File: config.mk
export PLATFORM = sky130hd
export DESIGN_NAME = pedal_sample_conditioner
export DESIGN_NICKNAME = d
export VERILOG_FILES = /design/src/rtl/core/psc_pkg.sv /design/src/rtl/core/psc_ring.sv /design/src/rtl/core/psc_div.sv /design/src/rtl/core/pedal_sample_conditioner.sv
export SDC_FILE = /design/constraint.sdc
export NUM_CORES = 1
export LEC_CHECK = 0
export ABC_AREA = 1
export ABC_CLOCK_PERIOD_IN_PS = 5400
export BUFFER_PORTS_ARGS = -buffer_cell sky130_fd_sc_hd__buf_2
export CELL_PAD_IN_SITES_DETAIL_PLACEMENT = 1
export CELL_PAD_IN_SITES_GLOBAL_PLACEMENT = 2
export CORE_MARGIN = 2
export CORE_UTILIZATION = 39
export DETAILED_ROUTE_END_ITERATION = 8
export PLACE_DENSITY = 0.78
export SLEW_MARGIN = 20
export SYNTH_ARGS = -nofsm -noshare
export SYNTH_HDL_FRONTEND = slang
export SYNTH_HIERARCHICAL = 1
export SYNTH_SLANG_ARGS = --single-unit
File: constraint.sdc
create_clock -name clk -period 5.4 [get_ports clk]
set_clock_uncertainty 0.15 [all_clocks]
set_input_delay 0 -clock clk [delete_from_list [all_inputs] [get_ports clk]]
set_output_delay 0 -clock clk [all_outputs]
set_load 0.05 [all_outputs]
File: src/rtl/core/psc_pkg.sv
// Shared types and constants for the pedal sample conditioner.
// Used by psc_ring, psc_div, pedal_sample_conditioner and the testbench; depends on nothing.
package psc_pkg;

  localparam int SAMPLE_W = 12;  // converter sample and clamp bounds
  localparam int PCT_W    = 7;   // percent, threshold and pressed level
  localparam int LAST_W   = 8;   // last reported percent, holds the 255 start mark
  localparam int NUM_W    = 20;  // (raw_max - avg) * 200 + span
  localparam int DVS_W    = 13;  // divisor: sample count or twice the span

  localparam logic [SAMPLE_W-1:0] RAW_MIN_RST   = 12'd2250;
  localparam logic [SAMPLE_W-1:0] RAW_MAX_RST   = 12'd3650;
  localparam logic [PCT_W-1:0]    THRESHOLD_RST = 7'd1;
  localparam logic [PCT_W-1:0]    PRESSED_RST   = 7'd20;
  localparam logic [LAST_W-1:0]   LAST_RST      = 8'd255;
  localparam logic [PCT_W-1:0]    PCT_FULL      = 7'd100;

  typedef enum logic [1:0] {
    REG_RAW_MIN   = 2'd0,
    REG_RAW_MAX   = 2'd1,
    REG_THRESHOLD = 2'd2,
    REG_PRESSED   = 2'd3
  } reg_idx_t;

  typedef struct packed {
    logic push_rd;  // fetch the oldest sample at the write position
    logic push_wr;  // store the new sample and update the running sum
  } ring_cmd_t;

endpackage

File: src/rtl/core/psc_ring.sv
// Moving-average ring: sample memory, write position, fill flag and running sum.
// Depends on psc_pkg.
module psc_ring import psc_pkg::*; #(
  parameter int WINDOW = 20
) (
  input  logic                                          clk,
  input  logic                                          rst_n,
  input  ring_cmd_t                                     cmd,
  input  logic [SAMPLE_W-1:0]                           sample,
  output logic [$clog2(WINDOW*((1<<SAMPLE_W)-1)+1)-1:0] sum,
  output logic [$clog2(WINDOW+1)-1:0]                   count
);

  localparam int POS_W = (WINDOW > 1) ? $clog2(WINDOW) : 1;
  localparam int CNT_W = $clog2(WINDOW + 1);
  localparam int SUM_W = $clog2(WINDOW * ((1 << SAMPLE_W) - 1) + 1);

  logic [SAMPLE_W-1:0] mem [WINDOW];
  logic [SAMPLE_W-1:0] rd_data_r;
  logic [POS_W-1:0]    pos_r, pos_nxt;
  logic                full_r;
  logic [SUM_W-1:0]    sum_r, sum_nxt;
  logic [CNT_W-1:0]    count_r, count_nxt;
  logic [SAMPLE_W-1:0] old_sample;
  logic                last_pos;

  always_ff @(posedge clk) begin
    if (cmd.push_wr) begin
      mem[pos_r] <= sample;
    end
    if (cmd.push_rd) begin
      rd_data_r <= mem[pos_r];
    end
  end

  // Until the ring is full the outgoing sample counts as zero; the memory itself is not cleared.
  always_comb begin
    old_sample = full_r ? rd_data_r : '0;
    sum_nxt    = sum_r - SUM_W'(old_sample) + SUM_W'(sample);
    last_pos   = (pos_r == POS_W'(WINDOW - 1));
    pos_nxt    = last_pos ? '0 : pos_r + 1'b1;
    count_nxt  = full_r ? CNT_W'(WINDOW) : CNT_W'(pos_r) + 1'b1;
  end

  always_ff @(posedge clk) begin
    if (!rst_n) begin
      pos_r  <= '0;
      full_r <= 1'b0;
      sum_r  <= '0;
    end else if (cmd.push_wr) begin
      pos_r   <= pos_nxt;
      full_r  <= full_r | last_pos;
      sum_r   <= sum_nxt;
      count_r <= count_nxt;
    end
  end

  assign sum   = sum_r;
  assign count = count_r;

endmodule

File: src/rtl/core/psc_div.sv
// Restoring divider, one quotient bit per cycle, shared by the average and
// percent steps. Depends on psc_pkg.
module psc_div import psc_pkg::*; #(
  parameter int DVD_W = 20
) (
  input  logic             clk,
  input  logic             rst_n,
  input  logic             start,
  input  logic [DVD_W-1:0] dividend,
  input  logic [DVS_W-1:0] divisor,
  output logic             done,
  output logic [DVD_W-1:0] quotient
);

  localparam int STEP_W = $clog2(DVD_W + 1);

  logic              busy_r;
  logic              done_r;
  logic [STEP_W-1:0] step_r;
  logic [DVD_W-1:0]  dvd_r, dvd_nxt;
  logic [DVS_W-1:0]  dvs_r;
  logic [DVS_W-1:0]  rem_r, rem_nxt;
  logic [DVS_W:0]    shifted;
  logic              fits;

  // The partial remainder stays below the divisor, so one subtract restores it.
  always_comb begin
    shifted = {rem_r, dvd_r[DVD_W-1]};
    fits    = (shifted >= {1'b0, dvs_r});
    rem_nxt = fits ? DVS_W'(shifted - {1'b0, dvs_r}) : shifted[DVS_W-1:0];
    dvd_nxt = {dvd_r[DVD_W-2:0], fits};
  end

  always_ff @(posedge clk) begin
    if (!rst_n) begin
      busy_r <= 1'b0;
      done_r <= 1'b0;
      step_r <= '0;
    end else begin
      done_r <= 1'b0;
      if (start) begin
        busy_r <= 1'b1;
        step_r <= STEP_W'(DVD_W);
      end else if (busy_r) begin
        step_r <= step_r - 1'b1;
        if (step_r == STEP_W'(1)) begin
          busy_r <= 1'b0;
          done_r <= 1'b1;
        end
      end
    end
  end

  always_ff @(posedge clk) begin
    if (start) begin
      dvd_r <= dividend;
      dvs_r <= divisor;
      rem_r <= '0;
    end else if (busy_r) begin
      dvd_r <= dvd_nxt;
      rem_r <= rem_nxt;
    end
  end

  assign done     = done_r;
  assign quotient = dvd_r;

endmodule

File: src/rtl/core/pedal_sample_conditioner.sv
// Pedal sample conditioner: clamp, moving average over WINDOW samples, inverted percent.
// The result is registered after the update, average start, average wait, scale, percent
// wait and finish states, with the shared divider run twice; the next input beat can be
// taken as the result is registered. Out-of-span averages skip the second division.
// One item at a time; a stalled result holds off the next item only once it is done.
// Synchronous active-low reset clears ring sum, fill flag, sequencer and config registers.
module pedal_sample_conditioner import psc_pkg::*; #(
  parameter int WINDOW = 20
) (
  input  logic                clk,
  input  logic                rst_n,
  input  logic                in_valid,
  output logic                in_stall,
  input  logic [SAMPLE_W-1:0] in_raw_sample,
  output logic                out_valid,
  input  logic                out_stall,
  output logic [PCT_W-1:0]    out_percent,
  output logic                out_report,
  output logic                out_pressed,
  input  logic                psel,
  input  logic                penable,
  input  logic                pwrite,
  input  logic [3:0]          paddr,
  input  logic [31:0]         pwdata,
  output logic [31:0]         prdata,
  output logic                pready
);

  localparam int CNT_W = $clog2(WINDOW + 1);
  localparam int SUM_W = $clog2(WINDOW * ((1 << SAMPLE_W) - 1) + 1);
  localparam int DVD_W = (SUM_W > NUM_W) ? SUM_W : NUM_W;

  typedef enum logic [2:0] {
    S_IDLE,
    S_UPDATE,
    S_AVG_START,
    S_AVG_WAIT,
    S_SCALE,
    S_PCT_WAIT,
    S_FINISH
  } state_t;

  // Configuration registers.
  logic [SAMPLE_W-1:0] raw_min_r, raw_max_r;
  logic [PCT_W-1:0]    threshold_r, pressed_level_r;
  reg_idx_t            cfg_idx;
  logic                cfg_wr;

  assign cfg_idx = reg_idx_t'(paddr[3:2]);
  assign cfg_wr  = psel & penable & pwrite;
  assign pready  = 1'b1;

  always_ff @(posedge clk) begin
    if (!rst_n) begin
      raw_min_r       <= RAW_MIN_RST;
      raw_max_r       <= RAW_MAX_RST;
      threshold_r     <= THRESHOLD_RST;
      pressed_level_r <= PRESSED_RST;
    end else if (cfg_wr) begin
      case (cfg_idx)
        REG_RAW_MIN:   raw_min_r       <= pwdata[SAMPLE_W-1:0];
        REG_RAW_MAX:   raw_max_r       <= pwdata[SAMPLE_W-1:0];
        REG_THRESHOLD: threshold_r     <= pwdata[PCT_W-1:0];
        REG_PRESSED:   pressed_level_r <= pwdata[PCT_W-1:0];
        default: ;
      endcase
    end
  end

  always_comb begin
    case (cfg_idx)
      REG_RAW_MIN:   prdata = 32'(raw_min_r);
      REG_RAW_MAX:   prdata = 32'(raw_max_r);
      REG_THRESHOLD: prdata = 32'(threshold_r);
      REG_PRESSED:   prdata = 32'(pressed_level_r);
      default:       prdata = '0;
    endcase
  end

  // Sequencer and datapath registers.
  state_t              state_r;
  logic [SAMPLE_W-1:0] sample_r;
  logic [PCT_W-1:0]    pct_r;
  logic [LAST_W-1:0]   last_r;
  logic                out_valid_r;
  logic [PCT_W-1:0]    out_percent_r;
  logic                out_report_r, out_pressed_r;

  logic                in_accept;
  logic [SAMPLE_W-1:0] raised, clamped;
  ring_cmd_t           ring_cmd;
  logic [SUM_W-1:0]    ring_sum;
  logic [CNT_W-1:0]    ring_count;

  logic                div_start, div_done;
  logic [DVD_W-1:0]    div_dividend, div_q;
  logic [DVS_W-1:0]    div_divisor;

  logic [SAMPLE_W-1:0] avg, span, num;
  logic [NUM_W-1:0]    num_ext, num_term;
  logic                special;
  logic [PCT_W-1:0]    special_pct;

  logic [LAST_W-1:0]   pct_ext, diff;
  logic                report, pressed, can_load;

  assign in_stall  = (state_r != S_IDLE);
  assign in_accept = in_valid & ~in_stall;

  // A crossed pair of bounds lands the sample on raw_max.
  always_comb begin
    raised  = (in_raw_sample < raw_min_r) ? raw_min_r : in_raw_sample;
    clamped = (raised > raw_max_r) ? raw_max_r : raised;
  end

  assign ring_cmd.push_rd = in_accept;
  assign ring_cmd.push_wr = (state_r == S_UPDATE);

  psc_ring #(
    .WINDOW (WINDOW)
  ) u_ring (
    .clk    (clk),
    .rst_n  (rst_n),
    .cmd    (ring_cmd),
    .sample (sample_r),
    .sum    (ring_sum),
    .count  (ring_count)
  );

  // Percent scaling: round half up of (raw_max - avg) * 100 / span, done as
  // ((raw_max - avg) * 200 + span) / (2 * span).
  always_comb begin
    avg      = div_q[SAMPLE_W-1:0];
    span     = raw_max_r - raw_min_r;
    num      = raw_max_r - avg;
    num_ext  = NUM_W'(num);
    num_term = (num_ext << 7) + (num_ext << 6) + (num_ext << 3) + NUM_W'(span);
    special  = 1'b1;
    if (raw_max_r <= raw_min_r) begin
      special_pct = '0;
    end else if (avg >= raw_max_r) begin
      special_pct = '0;
    end else if (avg <= raw_min_r) begin
      special_pct = PCT_FULL;
    end else begin
      special     = 1'b0;
      special_pct = '0;
    end
  end

  always_comb begin
    div_start    = 1'b0;
    div_dividend = DVD_W'(num_term);
    div_divisor  = {span, 1'b0};
    case (state_r)
      S_AVG_START: begin
        div_start    = 1'b1;
        div_dividend = DVD_W'(ring_sum);
        div_divisor  = DVS_W'(ring_count);
      end
      S_SCALE: begin
        div_start = ~special;
      end
      default: ;
    endcase
  end

  psc_div #(
    .DVD_W (DVD_W)
  ) u_div (
    .clk      (clk),
    .rst_n    (rst_n),
    .start    (div_start),
    .dividend (div_dividend),
    .divisor  (div_divisor),
    .done     (div_done),
    .quotient (div_q)
  );

  always_comb begin
    pct_ext  = LAST_W'(pct_r);
    diff     = (pct_ext >= last_r) ? pct_ext - last_r : last_r - pct_ext;
    report   = (diff >= LAST_W'(threshold_r));
    pressed  = (pct_r > pressed_level_r);
    can_load = ~out_valid_r | ~out_stall;
  end

  always_ff @(posedge clk) begin
    if (!rst_n) begin
      state_r     <= S_IDLE;
      out_valid_r <= 1'b0;
      last_r      <= LAST_RST;
    end else begin
      // In the finishing state a free output register is refilled instead.
      if (out_valid_r && !out_stall && state_r != S_FINISH) begin
        out_valid_r <= 1'b0;
      end
      case (state_r)
        S_IDLE: begin
          if (in_accept) begin
            sample_r <= clamped;
            state_r  <= S_UPDATE;
          end
        end
        S_UPDATE: begin
          state_r <= S_AVG_START;
        end
        S_AVG_START: begin
          state_r <= S_AVG_WAIT;
        end
        S_AVG_WAIT: begin
          if (div_done) begin
            state_r <= S_SCALE;
          end
        end
        S_SCALE: begin
          if (special) begin
            pct_r   <= special_pct;
            state_r <= S_FINISH;
          end else begin
            state_r <= S_PCT_WAIT;
          end
        end
        S_PCT_WAIT: begin
          if (div_done) begin
            pct_r   <= div_q[PCT_W-1:0];
            state_r <= S_FINISH;
          end
        end
        S_FINISH: begin
          if (can_load) begin
            out_valid_r   <= 1'b1;
            out_percent_r <= pct_r;
            out_report_r  <= report;
            out_pressed_r <= pressed;
            if (report) begin
              last_r <= pct_ext;
            end
            state_r <= S_IDLE;
          end
        end
        default: begin
          state_r <= S_IDLE;
        end
      endcase
    end
  end

  assign out_valid   = out_valid_r;
  assign out_percent = out_percent_r;
  assign out_report  = out_report_r;
  assign out_pressed = out_pressed_r;

endmodule

Yosys cells after proc, flatten, opt, wreduce, memory -nomap -nowiden
Memories as Yosys holds them, arrays and structs flattened. A register that Yosys moved wholly into a read port is not among the register bits.
Index checks and enable logic that the tools add are counted.
W data, S select, Z words.
{"block": "totals", "n_memories": 1, "elab_cells": 133, "out_inout_bits": 44, "ff_bits": 159, "in_bits": 55, "ram_bits": 240}
{"name": "u_ring.mem", "words": 20, "width": 12, "rd": 1, "rd_ports_with_merged_regs": 1, "wr": 1, "line_no": "psc_ring.sv:18", "rtl": "logic [SAMPLE_W-1:0] mem [WINDOW];"}
{"block": "classes", "magnitude_cmp": 9, "n_eq_ne": 17, "reduce_logical": 20, "n_mux": 38, "bitwise_logic": 11, "n_addsub": 12}
{"operator": "$pmux W32 S4", "n": 1}
{"operator": "$mux W20", "n": 3}
{"operator": "$mux W12", "n": 3}
{"operator": "$mux W7", "n": 5}
{"operator": "$le A12 B12 Y1", "n": 2}
{"operator": "$sub A12 B12 Y12", "n": 2}
{"operator": "$pmux W3 S7", "n": 1}
{"operator": "$add A19 B18 Y20", "n": 1}
{"operator": "$add A20 B12 Y20", "n": 1}
{"operator": "$add A20 B15 Y20", "n": 1}
{"operator": "$mux W5", "n": 4}
{"operator": "$add A17 B12 Y17", "n": 1}
{"operator": "$sub A17 B12 Y17", "n": 1}
{"operator": "$ge A14 B13 Y1", "n": 1}
{"operator": "$pmux W7 S2", "n": 1}
{"operator": "$mux W13", "n": 1}
{"operator": "$sub A13 B13 Y13", "n": 1}
{"operator": "$ge A12 B12 Y1", "n": 1}
{"operator": "$gt A12 B12 Y1", "n": 1}
{"operator": "$lt A12 B12 Y1", "n": 1}
{"operator": "$mux W1", "n": 12}
{"operator": "$mux W3", "n": 4}
{"operator": "$reduce_and A2 Y1", "n": 5}
{"operator": "$eq A3 B3 Y1 const B", "n": 3}
{"operator": "other kinds (32)", "n": 50}

Depth between registers and ports, before layout
Gate-level depths: netlist (run 1).
{"block": "logic_depth", "depth_word": 7, "ltp_mapped": 26, "depth_no_buf": 26}

Hierarchy
The synthesis (run 1) kept the hierarchy.
{"mod": "psc_ring", "seq_area_each_um2": 8177.8, "n_inst": 1, "cells_per_inst": 1164, "area_each_um2": 12399.4}
{"mod": "pedal_sample_conditioner", "seq_area_each_um2": 1841.8, "n_inst": 1, "cells_per_inst": 1072, "area_each_um2": 7828.8}
{"mod": "psc_div", "seq_area_each_um2": 1391.3, "n_inst": 1, "cells_per_inst": 404, "area_each_um2": 3071.7}

Worst setup path after synthesis (run 1)
Ideal clock, no wire load.
{"block": "synth_path", "kind": "register -> register", "from": "reg raw_min_r[2]", "to": "reg u_div.dvd_r[16], in the netlist u_div/quotient[16] (data pin)", "arrival_ps": 4106, "path_stages_with_launch": 27, "setup_ps": 253, "path_slack_ps": 891, "required_ps": 4997, "n_path_buf": 0, "period_less_slack_ps": 4509, "path_cell_list": "dfxtp_1 > inv_1 > ha_1 > a21oi_1 > o21ai_2 > a21boi_0 > o21ai_0 > a31oi_1 > xor2_1 > inv_1 > fa_1 > inv_1 > fa_1 > inv_1 > ha_1 > nand2_1 > inv_1 > a21oi_1 > inv_1 > nand2_1 > nand2_1 > nand2_1 > nand2_1 > xnor2_1 > o21ai_0 > nand2_1 > nand2_1"}
{"block": "synth_via", "elab_cells_between_ends": 11, "classes_between": "add/sub: 2; order compare: 2; mux: 6; bitwise: 1"}
{"element": "from (decl)", "line_no": "pedal_sample_conditioner.sv:44", "rtl": "logic [SAMPLE_W-1:0] raw_min_r, raw_max_r;"}
{"element": "from (signal assigned)", "line_no": "pedal_sample_conditioner.sv:61", "rtl": "REG_RAW_MIN: raw_min_r <= pwdata[SAMPLE_W-1:0];"}
{"element": "$sub A12 B12 Y12", "line_no": "pedal_sample_conditioner.sv:134", "rtl": "span = raw_max_r - raw_min_r;"}
{"element": "$add A20 B12 Y20", "line_no": "pedal_sample_conditioner.sv:137", "rtl": "num_term = (num_ext << 7) + (num_ext << 6) + (num_ext << 3) + NUM_W'(span);"}
{"element": "$mux W20", "line_no": "pedal_sample_conditioner.sv:155", "rtl": "case (state_r)"}
{"element": "net div_dividend[16]", "line_no": "pedal_sample_conditioner.sv:96", "rtl": "logic [DVD_W-1:0] div_dividend, div_q;"}
{"element": "$mux W20", "line_no": "psc_div.sv:55", "rtl": "if (start) begin"}
{"element": "to (signal assigned)", "line_no": "psc_div.sv:56", "rtl": "dvd_r <= dividend;"}
{"element": "to (signal assigned)", "line_no": "psc_div.sv:60", "rtl": "dvd_r <= dvd_nxt;"}
{"element": "to (decl)", "line_no": "psc_div.sv:20", "rtl": "logic [DVD_W-1:0] dvd_r, dvd_nxt;"}
The timed path passes the listed nets, and every way through them passes these cells.
A chain may end at the register's enable or synchronous reset.

Final worst setup path (run 1)
{"block": "layout_path", "from": "reg raw_max_r[0]", "to": "reg u_div.dvd_r[15], in the netlist u_div/quotient[15] (data pin)"}
{"block": "layout_via", "elab_chain_cells": 6, "elab_cells_between_ends": 13, "classes_between": "add/sub: 5; order compare: 2; mux: 5; bitwise: 1"}
{"element": "from (decl)", "line_no": "pedal_sample_conditioner.sv:44"}
{"element": "from (signal assigned)", "line_no": "pedal_sample_conditioner.sv:62", "rtl": "REG_RAW_MAX: raw_max_r <= pwdata[SAMPLE_W-1:0];"}
{"element": "$sub A12 B12 Y12", "line_no": "pedal_sample_conditioner.sv:135", "rtl": "num = raw_max_r - avg;"}
{"element": "$add A19 B18 Y20", "line_no": "pedal_sample_conditioner.sv:137"}
{"element": "$add A20 B15 Y20", "line_no": "pedal_sample_conditioner.sv:137"}
{"element": "$add A20 B12 Y20 *", "line_no": "pedal_sample_conditioner.sv:137"}
{"element": "$mux W20 *", "line_no": "pedal_sample_conditioner.sv:155"}
{"element": "net div_dividend[15]", "line_no": "pedal_sample_conditioner.sv:96"}
{"element": "$mux W20 *", "line_no": "psc_div.sv:55"}
Mark *: on every way through the listed nets, which the timed path passes. The rest lies on a longest branch.

==> impl_metrics.py, run 1 <==
metrics = {
    "floorplan": {
        "num_io_pins": 99,
        "die_h_um": 248.4,
        "die-area_sq_mm": 0.06172,
        "initial_core_util_pct": 39.48,
        "num_rows": 89,
        "core_area_sq_mm": 0.05902,
        "die_x_um": 248.4,
    },
    "synth": {
        "synth-simple-area-share_pct": 17.90,
        "async_reset_ff_share_pct": 0,
        "yosysSeqAreaShare_pct": 48.97,
        "synth_edf_count": 318,
        "synth-seq-cells": 411,
        "synth_compound_area_share_pct": 11.43,
        "synth_top_family_by_area": "simple AND/OR/NAND/NOR gates",
        "synth_mux_area_share_pct": 0.2309,
        "synth_fa_ha_area_share_pct": 10.97,
        "post_synth_num_cell_types": 56,
        "synthCells": 2640,
        "synthXorXnorAreaFrac_pct": 1.692,
        "syn_area_sq_mm": 0.02330,
        "synth_flop_cell": "edfxtp_1",
        "ys.warnings.count": 6,
        "syn_area_per_cell_sq_um": 8.826,
    },
    "setup_path": {
        "crit_family": "adder cells",
        "critPathCaptureType": "register",
        "worstSetupPathType": "register to register",
        "crit_top_cell": "nand2_1",
        "cp-startpoint": "raw_max_r[0]$_SDFFE_PN0P_",
        "crit_fanout": 4,
        "cp_slowest_cell": "fa_1",
        "crit_buf_inv": 4,
        "worst-path-stages": 25,
        "timing.critical_path.from_type": "register",
        "required_ns": 5.59,
        "reg2reg_slack_ns": 0.35,
        "rr_endpoint": "u_div/quotient[15]$_DFFE_PP_",
        "rr_worst_depth": 25,
        "arrival_ns": 5.24,
        "r2r-start": "raw_max_r[0]$_SDFFE_PN0P_",
        "max_stage_delay_ns": 0.53,
    },
    "global_route": {
        "grt_max_degree": 70,
        "grt_overflow": 0,
        "track_usage_pct": 23.11,
        "grt_pass1_wl_mm": 112.0,
        "grt_pass1_vias": 19570,
        "grt_antenna_before_repair": 1,
    },
    "placed_design": {
        "dp.cells": 3416,
        "pre_cts_ws_ns": 0.2545,
        "dpl_cell_area_sq_mm": 0.02434,
        "hpwl_mm": 50.94,
        "gp_congestion": 0.8991,
        "port_buffers": 55,
    },
    "drt": {
        "dr.pass1.iters": 5,
        "viasPerCell": 5.230,
        "num_vias": 18580,
        "wl_per_cell_um": 20.27,
        "drt_iter0_drc": 1097,
        "drt_wl_total_mm": 72.00,
        "drt.antenna.violating_nets": 0,
        "drc_errors": 0,
    },
    "clock_tree": {
        "numClockSinks": 411,
        "htree_levels": 2,
        "cts_tree": "done",
        "cts_made_buffers": 49,
        "cts_buffer_depth": 3,
        "clkLatencyLatePin_ns": 0.62,
        "cts-root-buf": "clkbuf_16",
        "clk_pin_slew_ns": 0.06,
    },
    "sta": {
        "max_freq_ghz": 0.1981,
        "fin_crit_ns": 5.049,
        "setup_viol": 0,
        "hold_violations": 0,
        "rsz0062_at_grt": "no",
        "fin_crit_sh_pct": 93.50,
        "max_slew_margin_pct": 27.17,
        "maxSlewViolCount": 0,
        "postLayoutSetupSlackWorst_ns": 0.3508,
        "setup_tns_ns": 0,
        "worstMarginPinSlew_ns": 1.092,
    },
    "layout": {
        "finalInstanceArea_sq_mm": 0.02648,
        "fillCellCount": 6924,
        "nets": 2977,
        "area_growth_pct": 13.65,
        "stdcell_count": 3552,
        "drive_above_1_share_pct": 8.243,
    },
    "pwr": {
        "cellPowerDensity_mw_per_mm2": 670.2,
        "p_leak_nw": 11.53,
        "ir_drop_uv": 843.1,
    },
    "job": {
        "cap_violations": 0,
    },
    "worst_hold_path": {
        "whs_path_depth": 5,
        "hp-start": "penable",
        "holdCritPathClass": "primary input to register",
        "whs_endpoint": "raw_min_r[1]$_SDFFE_PN1P_",
    },
    "status": {
        "status": "finished, final reports clean",
    },
}
## cells by family (layout without fill, tap and decap cells)
kind of cell,Yosys count,count (layout)
AND/OR/NAND/NOR,1005,1005
XOR/XNOR,45,45
buffers and inverters,496,615
flip-flops,411,411
adder cells (fa/ha/maj),185,185
multiplexers,5,5
AO/OA/AOI/OAI,491,491
other,2,22
## routing by layer
metal | vias to the layer above | routed length, um | GRT usage, % | part of all wire (%)
met1 | 9233 | 33650 | 31.61 | 47
met3 | 97 | 2784 | 3.109 | 3.9
met2 | 292 | 33890 | 38.59 | 47
li1 | 8952 | - | - | -
met4 | 2 | 1659 | 5.971 | 2.3
met5 | - | 13 | 0 | 0.018
## stage by stage
| stage | utilization (%) | hold slack [ns] | power, mW |
|---|---|---|---|
| 3_3_place_gp | 41.21 | 0.09855 | 14.12 |
| 6_report | 44.87 | 0.03543 | 17.75 |
| 3_5_place_dp | 41.25 | 0.1052 | 14.30 |
| 4_1_cts | 44.83 | 0.01132 | 17.88 |
| 5_1_grt | 44.86 | 0.03691 | 19.41 |
| 2_1_floorplan | - | -0.02555 | 11.56 |
## cells in the mapped netlist (29+ instances only)
cell / count / area share (%)
nand3_1: 117 / 2.5
edfxtp_1: 318 / 41
ha_1: 153 / 8.2
inv_1: 379 / 6.1
nand4_1: 29 / 0.78
nor2_1: 260 / 4.2
o22ai_1: 41 / 1.1
a21oi_1: 141 / 3.0
nand2_1: 547 / 8.8
o21ai_0: 216 / 4.6
dfxtp_1: 93 / 8.0
fa_1: 32 / 2.7
xor2_1: 30 / 1.1
o21ai_1: 40 / 0.86
clkbuf_1: 48 / 0.77
## cell usage in the layout, fill, tap and decap left out, types with 29 or more instances in the layout
cell type	instances
fa_1	32
o21ai_1	41
buf_4	39
buf_2	55
nand4_1	29
edfxtp_1	318
a21oi_1	140
nor2_1	244
clkbuf_16	49
dfxtp_1	91
xor2_1	30
nand2_1	547
o21ai_0	215
nand3_1	117
o22ai_1	41
ha_1	153
dlygate4sd3_1	43
inv_1	379
## worst max-delay path by stage
stage | endpoint | slack, ns
floorplan | u_div/quotient[16]$_DFFE_PP_ | 0.89
global placement | u_div/quotient[15]$_DFFE_PP_ | 0.43
detailed placement | u_div/quotient[15]$_DFFE_PP_ | 0.25
CTS | u_div/quotient[15]$_DFFE_PP_ | 0.20
global route | u_div/quotient[16]$_DFFE_PP_ | 0.004
finish | u_div/quotient[15]$_DFFE_PP_ | 0.35
## area by class of cell
cell class                      instances  area (sq um)  area share (%)
Inverter                              386          1450           5.476
Tap cell                              773         967.2           3.652
Clock inverter                         24         345.3           1.304
Sequential cell                       411         11420           43.11
Clock buffer                           68          1338           5.051
Multi-Input combinational cell       1752          9963           37.63
Timing Repair Buffer                  137         998.5           3.771
Antenna cell                            1         2.502        0.009450
## tightest hold or removal path: stages
cell	delay [ns]
buf_2	0.10
nand3_1	0.23
nor2_2	0.22
nand2_1	0.10
o211ai_1	0.08
## power breakdown
part	total, mW	leakage [nW]	switching [mW]	internal (mW)
Clock	3.47	0.810	1.39	2.08
Combinational	9.90	7.08	6.43	3.47
Sequential	4.37	3.64	0.380	3.99
## flip-flops by register name (all words and copies together) (netlist names), 3 cells and up
name,count
u_ring/mem,240
u_div/quotient,20
u_ring/sum,17
u_div/dvs_r,13
u_div/rem_r,13
raw_max_r,12
raw_min_r,12
sample_r,12
u_ring/rd_data_r,12
last_r,8
out_percent,7
pct_r,7
pressed_level_r,7
threshold_r,7
u_div/step_r,5
u_ring/count,5
u_ring/pos_r,5
state_r,3
## repair_timing
item,CTS,global route
setup buffers,0,0
hold buffers,43,0
endpoints found under the setup margin,0,4
resized for setup,0,3
endpoints found under the hold margin,93,0
Note: power is estimated with default switching activity, not from simulation.
==> run 2, diff against run 1 <==
Settings changed: ABC_CLOCK_PERIOD_IN_PS 5400 to 5750.
Clock period 5.4 ns to 5.75 ns, I/O delays scaled along.
==> impl_metrics.py, run 2 (synthesis gave the netlist of run 1 again) <==
metrics = {
    "sta": {
        "setup_tns_ns": 0,
        "worstMarginPinSlew_ns": 1.127,
        "rsz0062_at_grt": "no",
        "fin_crit_sh_pct": 89.36,
        "max_freq_ghz": 0.1946,
        "maxSlewViolCount": 0,
        "fin_crit_ns": 5.138,
        "hold_violations": 0,
        "setup_viol": 0,
        "max_slew_margin_pct": 24.49,
    },
    "drt": {
        "wl_per_cell_um": 20.24,
        "dr.pass1.iters": 5,
        "drt_iter0_drc": 1125,
        "viasPerCell": 5.195,
        "drt.antenna.violating_nets": 0,
        "drt_wl_total_mm": 71.76,
        "drc_errors": 0,
        "num_vias": 18420,
    },
    "status": {
        "status": "finished, final reports clean",
    },
    "setup_path": {
        "crit_fanout": 6,
        "cp-startpoint": "raw_min_r[1]$_SDFFE_PN1P_",
        "r2r-start": "raw_min_r[1]$_SDFFE_PN1P_",
        "timing.critical_path.from_type": "register",
        "arrival_ns": 5.31,
        "worstSetupPathType": "register to register",
        "required_ns": 5.92,
        "critPathCaptureType": "register",
    },
    "worst_hold_path": {
        "holdCritPathClass": "primary input to register",
        "hp-start": "pwdata[7]",
    },
    "floorplan": {
        "core_area_sq_mm": 0.05902,
        "die_x_um": 248.4,
        "num_io_pins": 99,
        "die-area_sq_mm": 0.06172,
        "num_rows": 89,
        "initial_core_util_pct": 39.48,
        "die_h_um": 248.4,
    },
    "global_route": {
        "grt_overflow": 0,
        "track_usage_pct": 23.21,
        "grt_pass1_vias": 19540,
        "grt_pass1_wl_mm": 112.3,
        "grt_max_degree": 90,
        "grt_antenna_before_repair": 3,
    },
    "pwr": {
        "cellPowerDensity_mw_per_mm2": 623.1,
        "p_leak_nw": 11.50,
        "ir_drop_uv": 650.2,
    },
    "layout": {
        "largest_register_ff_count": 240,
        "final_common_cell": "nand2_1",
        "top_register": "u_ring/mem",
        "layout_common_cells": "nand2_1, inv_1, edfxtp_1, nor2_1, o21ai_0",
        "utilization_pct": 44.72,
        "area_growth_pct": 13.27,
        "multi_input_area_sq_mm": 0.009945,
        "regArea_sq_mm": 0.01142,
        "finalInstanceArea_sq_mm": 0.02639,
        "nets": 2975,
        "drive_above_1_share_pct": 7.900,
        "fillCellCount": 6905,
    },
    "job": {
        "cap_violations": 0,
    },
    "placed_design": {
        "hpwl_mm": 50.75,
        "port_buffers": 55,
        "dpl_cell_area_sq_mm": 0.02432,
        "gp_congestion": 0.8761,
    },
    "clock_tree": {
        "cts_buffer_depth": 3,
        "cts_tree": "done",
        "cts_made_buffers": 47,
        "numClockSinks": 411,
        "htree_levels": 2,
        "clk_pin_slew_ns": 0.06,
        "clkLatencyLatePin_ns": 0.60,
        "cts-root-buf": "clkbuf_16",
    },
}
==> run 2: changes by cell type in the layout (fill, tap and decap cells not counted), sizes merged <==
cell,change
inv,-3
clkbuf,-13
dlygate4sd3,+2
buf,-2
clkinv,+9
clkinvlp,+1
==> run 2: critical path, cell delays in order (launching register included) <==
cell and delay (ns):
dfxtp_1 0.36, inv_1 0.14, ha_1 0.33, nand2_1 0.06, o21ai_2 0.21, a21boi_0 0.17
o21ai_1 0.30, a31oi_1 0.17, xor2_1 0.22, inv_1 0.09, fa_1 0.51, inv_1 0.06
fa_1 0.53, inv_1 0.04, ha_1 0.36, nand2_1 0.10, inv_1 0.04, a21oi_1 0.23
inv_1 0.13, nand2_1 0.08, nand2_1 0.07, nand2_1 0.08, nand2_1 0.06, xnor2_1 0.13
o21ai_0 0.10, nand2_1 0.09, nand2_1 0.05
==> run 2: power by group <==
group,switching (mW),internal [mW]
clock network,1.28,1.86
logic,5.97,3.23
registers,0.358,3.75
total,7.60,8.84
==> run 2: stage by stage <==
stage | hold slack, ns | power, mW | cells | setup WS (ns)
6_report | 0.09737 | 16.45 | 3546 | 0.6116
5_1_grt | 0.09051 | 18.06 | 3545 | 0.1391
4_1_cts | 0.07207 | 16.61 | 3545 | 0.4607
3_5_place_dp | 0.09240 | 13.35 | 3414 | 0.5078
3_3_place_gp | 0.08194 | 13.16 | 3414 | 0.6810
2_1_floorplan | -0.02555 | 10.85 | 2659 | 1.241
==> run 2: metal layers <==
layer	part of all wire, %	up-vias	global-route usage [%]	wire, um
li1	-	8926	-	-
met1	47	9150	31.62	33520
met2	47	259	38.88	34010
met3	3.8	85	3.360	2732
met4	2.1	2	5.697	1492
met5	0.015	-	0	11
==> run 2: cell type report <==
| type | count | share of cell area [%] |
|---|---|---|
| well taps | 773 | 3.665 |
| clock inverters | 31 | 1.403 |
| clock buffers | 55 | 4.689 |
| multi-input cells | 1752 | 37.68 |
| diodes | 1 | 0.009482 |
| flip-flops and latches | 411 | 43.26 |
| inverters | 386 | 5.495 |
| repair buffers | 137 | 3.802 |
==> run 2: worst paths after layout <==
path | end | slack, ns | depth (start not counted)
worst max register to register | u_div/quotient[16]$_DFFE_PP_ | 0.61 | 26
worst max-delay path | u_div/quotient[16]$_DFFE_PP_ | 0.61 | 26
worst min register to register | u_div/rem_r[7]$_SDFFE_PP0P_ | 0.33 | 2
worst min-delay path | raw_min_r[7]$_SDFFE_PN1P_ | 0.1 | 4
==> run 2: what timing repair did <==
item                                   in CTS  in global routing
endpoints found under the hold margin      93                  0
setup endpoints to repair                   0                  1
hold buffers                               45                  0
resized for setup                           0                  1
setup buffers                               0                  0
==> run 3, diff against run 2 <==
Settings changed: ABC_AREA 1 to 0, CAP_MARGIN from default to 0, CORE_UTILIZATION 39 to 43.
==> impl_metrics.py, run 3 <==
metrics = {
    "status": {
        "status": "finished, final reports clean",
    },
    "sta": {
        "max_freq_ghz": 0.1818,
        "fin_crit_sh_pct": 95.65,
        "fin_crit_ns": 5.500,
        "hold_violations": 0,
        "setup_viol": 0,
        "worstMarginPinSlew_ns": 1.057,
        "setup_tns_ns": 0,
        "postLayoutSetupSlackWorst_ns": 0.2501,
        "max_slew_margin_pct": 29.56,
        "maxSlewViolCount": 0,
    },
    "synth": {
        "ys.warnings.count": 6,
        "async_reset_ff_share_pct": 0,
        "synth_area_leaders": "edfxtp_1, ha_1, dfxtp_1, mux4_2, inv_1",
        "synth_common_cells": "edfxtp_1, inv_1, ha_1",
        "synthCells": 1879,
        "yosysTopAreaCell": "edfxtp_1",
        "synth_top_cell_area_share_pct": 41.86,
        "syn_area_sq_mm": 0.02281,
        "synth-seq-cells": 411,
        "yosysSeqAreaShare_pct": 50.02,
        "post_synth_num_cell_types": 78,
        "synth_flop_cell": "edfxtp_1",
        "synth_edf_count": 318,
        "syn_area_per_cell_sq_um": 12.14,
        "yosysMostFrequentCell": "edfxtp_1",
    },
    "floorplan": {
        "num_io_pins": 99,
        "num_rows": 84,
        "initial_core_util_pct": 43.41,
        "core_area_sq_mm": 0.05255,
        "die_h_um": 234.3,
        "die_x_um": 234.3,
        "die-area_sq_mm": 0.05491,
    },
    "worst_hold_path": {
        "whs_path_depth": 4,
        "holdCritPathClass": "primary input to register",
        "hp-start": "pwdata[2]",
        "whs_endpoint": "pressed_level_r[2]$_SDFFE_PN1P_",
    },
    "pwr": {
        "p_sw_mw": 3.376,
        "p_comb_share_pct": 33.6,
        "p_leak_nw": 9.879,
        "cellPowerDensity_mw_per_mm2": 388.3,
        "ir_drop_uv": 382.4,
        "finalPower_mw": 10.06,
        "internal_power_mw": 6.684,
        "power_frac_clock_pct": 31.5,
        "seq_power_share_pct": 34.9,
        "swShare_pct": 33.56,
    },
    "layout": {
        "fillCellCount": 5436,
        "final_common_cell": "edfxtp_1",
        "nets": 2218,
        "largest_register_ff_count": 240,
        "layout_common_cells": "edfxtp_1, inv_1, ha_1, nand2_1, nor2_1",
        "finalInstanceArea_sq_mm": 0.02591,
        "top_register": "u_ring/mem",
        "area_growth_pct": 13.56,
        "diodes": 0,
        "drive_above_1_share_pct": 16.01,
        "utilization_pct": 49.30,
    },
    "setup_path": {
        "rr_worst_depth": 20,
        "rr_endpoint": "u_div/quotient[19]$_DFFE_PP_",
        "reg2reg_slack_ns": 0.25,
        "required_ns": 5.94,
        "arrival_ns": 5.69,
        "crit_fanout": 4,
        "path_cells": "inv_1 -> ha_1 -> nor2b_1 -> o211ai_1 -> a31oi_2 -> o41ai_4 -> mux2i_2 -> a2111oi_2 -> buf_4 -> fa_1 -> inv_1 -> ha_1 -> ha_1 -> a21oi_2 -> nand2_1 -> o21ai_1 -> a21oi_2 -> nor4b_1 -> or3_1 -> mux2_2",
        "cp_slowest_cell": "fa_1",
        "r2r-start": "u_div/quotient[1]$_DFFE_PP_",
        "worstSetupPathType": "register to register",
        "critPathCaptureType": "register",
        "timing.critical_path.from_type": "register",
        "max_stage_delay_ns": 0.53,
        "crit_top_cell": "ha_1",
    },
    "clock_tree": {
        "clk_pin_slew_ns": 0.06,
        "cts_made_buffers": 48,
        "clkLatencyLatePin_ns": 0.61,
        "cts_buffer_depth": 3,
        "cts_tree": "done",
        "numClockSinks": 411,
        "htree_levels": 2,
        "cts-root-buf": "clkbuf_16",
    },
    "placed_design": {
        "dpl_cell_area_sq_mm": 0.02379,
        "pre_cts_ws_ns": 0.1289,
        "gp_congestion": 0.8725,
        "port_buffers": 55,
        "hpwl_mm": 43.32,
    },
    "global_route": {
        "track_usage_pct": 22.96,
        "grt_max_degree": 49,
        "grt_antenna_before_repair": 3,
        "grt_pass1_wl_mm": 95.93,
        "grt_pass1_vias": 16200,
        "grt_overflow": 0,
    },
    "drt": {
        "viasPerCell": 5.650,
        "drt_iter0_drc": 945,
        "drc_errors": 0,
        "wl_per_cell_um": 22.92,
        "drt.antenna.violating_nets": 0,
        "drt_wl_total_mm": 62.02,
        "dr.pass1.iters": 5,
        "num_vias": 15290,
    },
    "job": {
        "cap_violations": 0,
    },
}
run 3: how the worst max path moves through the flow:
stage                                start                           end  slack [ns]
2_1_floorplan    raw_min_r[1]$_SDFFE_PN1P_  u_div/quotient[19]$_DFFE_PP_        0.66
3_3_place_gp     raw_min_r[1]$_SDFFE_PN1P_  u_div/quotient[19]$_DFFE_PP_        0.23
3_5_place_dp     raw_min_r[1]$_SDFFE_PN1P_  u_div/quotient[19]$_DFFE_PP_        0.13
4_1_cts          raw_min_r[1]$_SDFFE_PN1P_  u_div/quotient[19]$_DFFE_PP_        0.07
5_1_grt        u_div/quotient[1]$_DFFE_PP_  u_div/quotient[19]$_DFFE_PP_       -0.05
6_report       u_div/quotient[1]$_DFFE_PP_  u_div/quotient[19]$_DFFE_PP_        0.25
run 3: layer usage:
layer	part of all wire (%)	global-route usage (%)
met3	4.9	3.879
met1	46	32.61
met2	47	36.73
met5	0.021	0
met4	2.0	5.562
run 3: layout make-up:
class,instances,area (sq um),area share [%]
timing repair buffer,124,885.9,3.419
multi-input combinational,1204,10370,40.04
sequential,411,11420,44.08
clock buffer,65,1316,5.081
inverter,189,709.4,2.738
clock inverter,25,341.6,1.319
tap,688,860.8,3.323
run 3: what timing repair did:
| action | in CTS | in global routing |
|---|---|---|
| endpoints found under the setup margin | 0 | 5 |
| hold buffers | 37 | 0 |
| endpoints found under the hold margin | 93 | 0 |
| buffers inserted | 0 | 4 |
| resized for setup | 0 | 15 |
run 3: cell families (layout without fill, tap and decap cells):
kind of cell | Yosys count | count (layout) | synth area share (%)
flip-flops | 411 | 411 | 50.02
buffers and inverters | 283 | 403 | 5.216
XOR/XNOR | 52 | 52 | 1.997
AO/OA/AOI/OAI | 317 | 317 | 9.434
multiplexers | 189 | 189 | 12.40
adder cells (fa/ha/maj) | 185 | 185 | 11.20
AND/OR/NAND/NOR | 440 | 440 | 9.703
other | 2 | 21 | 0.03292
run 3: per-stage QoR:
step / hold slack (ns) / cells
finish: 0.09476 / 2706
global route: 0.09075 / 2706
CTS: 0.05248 / 2702
detailed placement: 0.1094 / 2575
global placement: 0.1001 / 2575
floorplan: -0.07377 / 1898
run 3: power by group through the flow:
stage          clock network [mW]  registers [mW]  logic, mW
6_report                     3.17            3.51       3.38
5_1_grt                      3.34            3.53       3.82
4_1_cts                      3.24            3.51       3.35
3_5_place_dp                    0            3.58       3.29
3_3_place_gp                    0            3.57       3.19
2_1_floorplan                   0            3.49       2.55
run 3: worst max-delay path: cells and delay by family (launching register included):
family | cells | cell delay (ns)
and+or+nand+nor | 4 | 0.83
AOI/OAI and AO/OA | 7 | 1.42
muxes | 2 | 0.59
DFF | 1 | 0.43
buffers and inverters | 3 | 0.37
adders and majority gates | 4 | 1.44
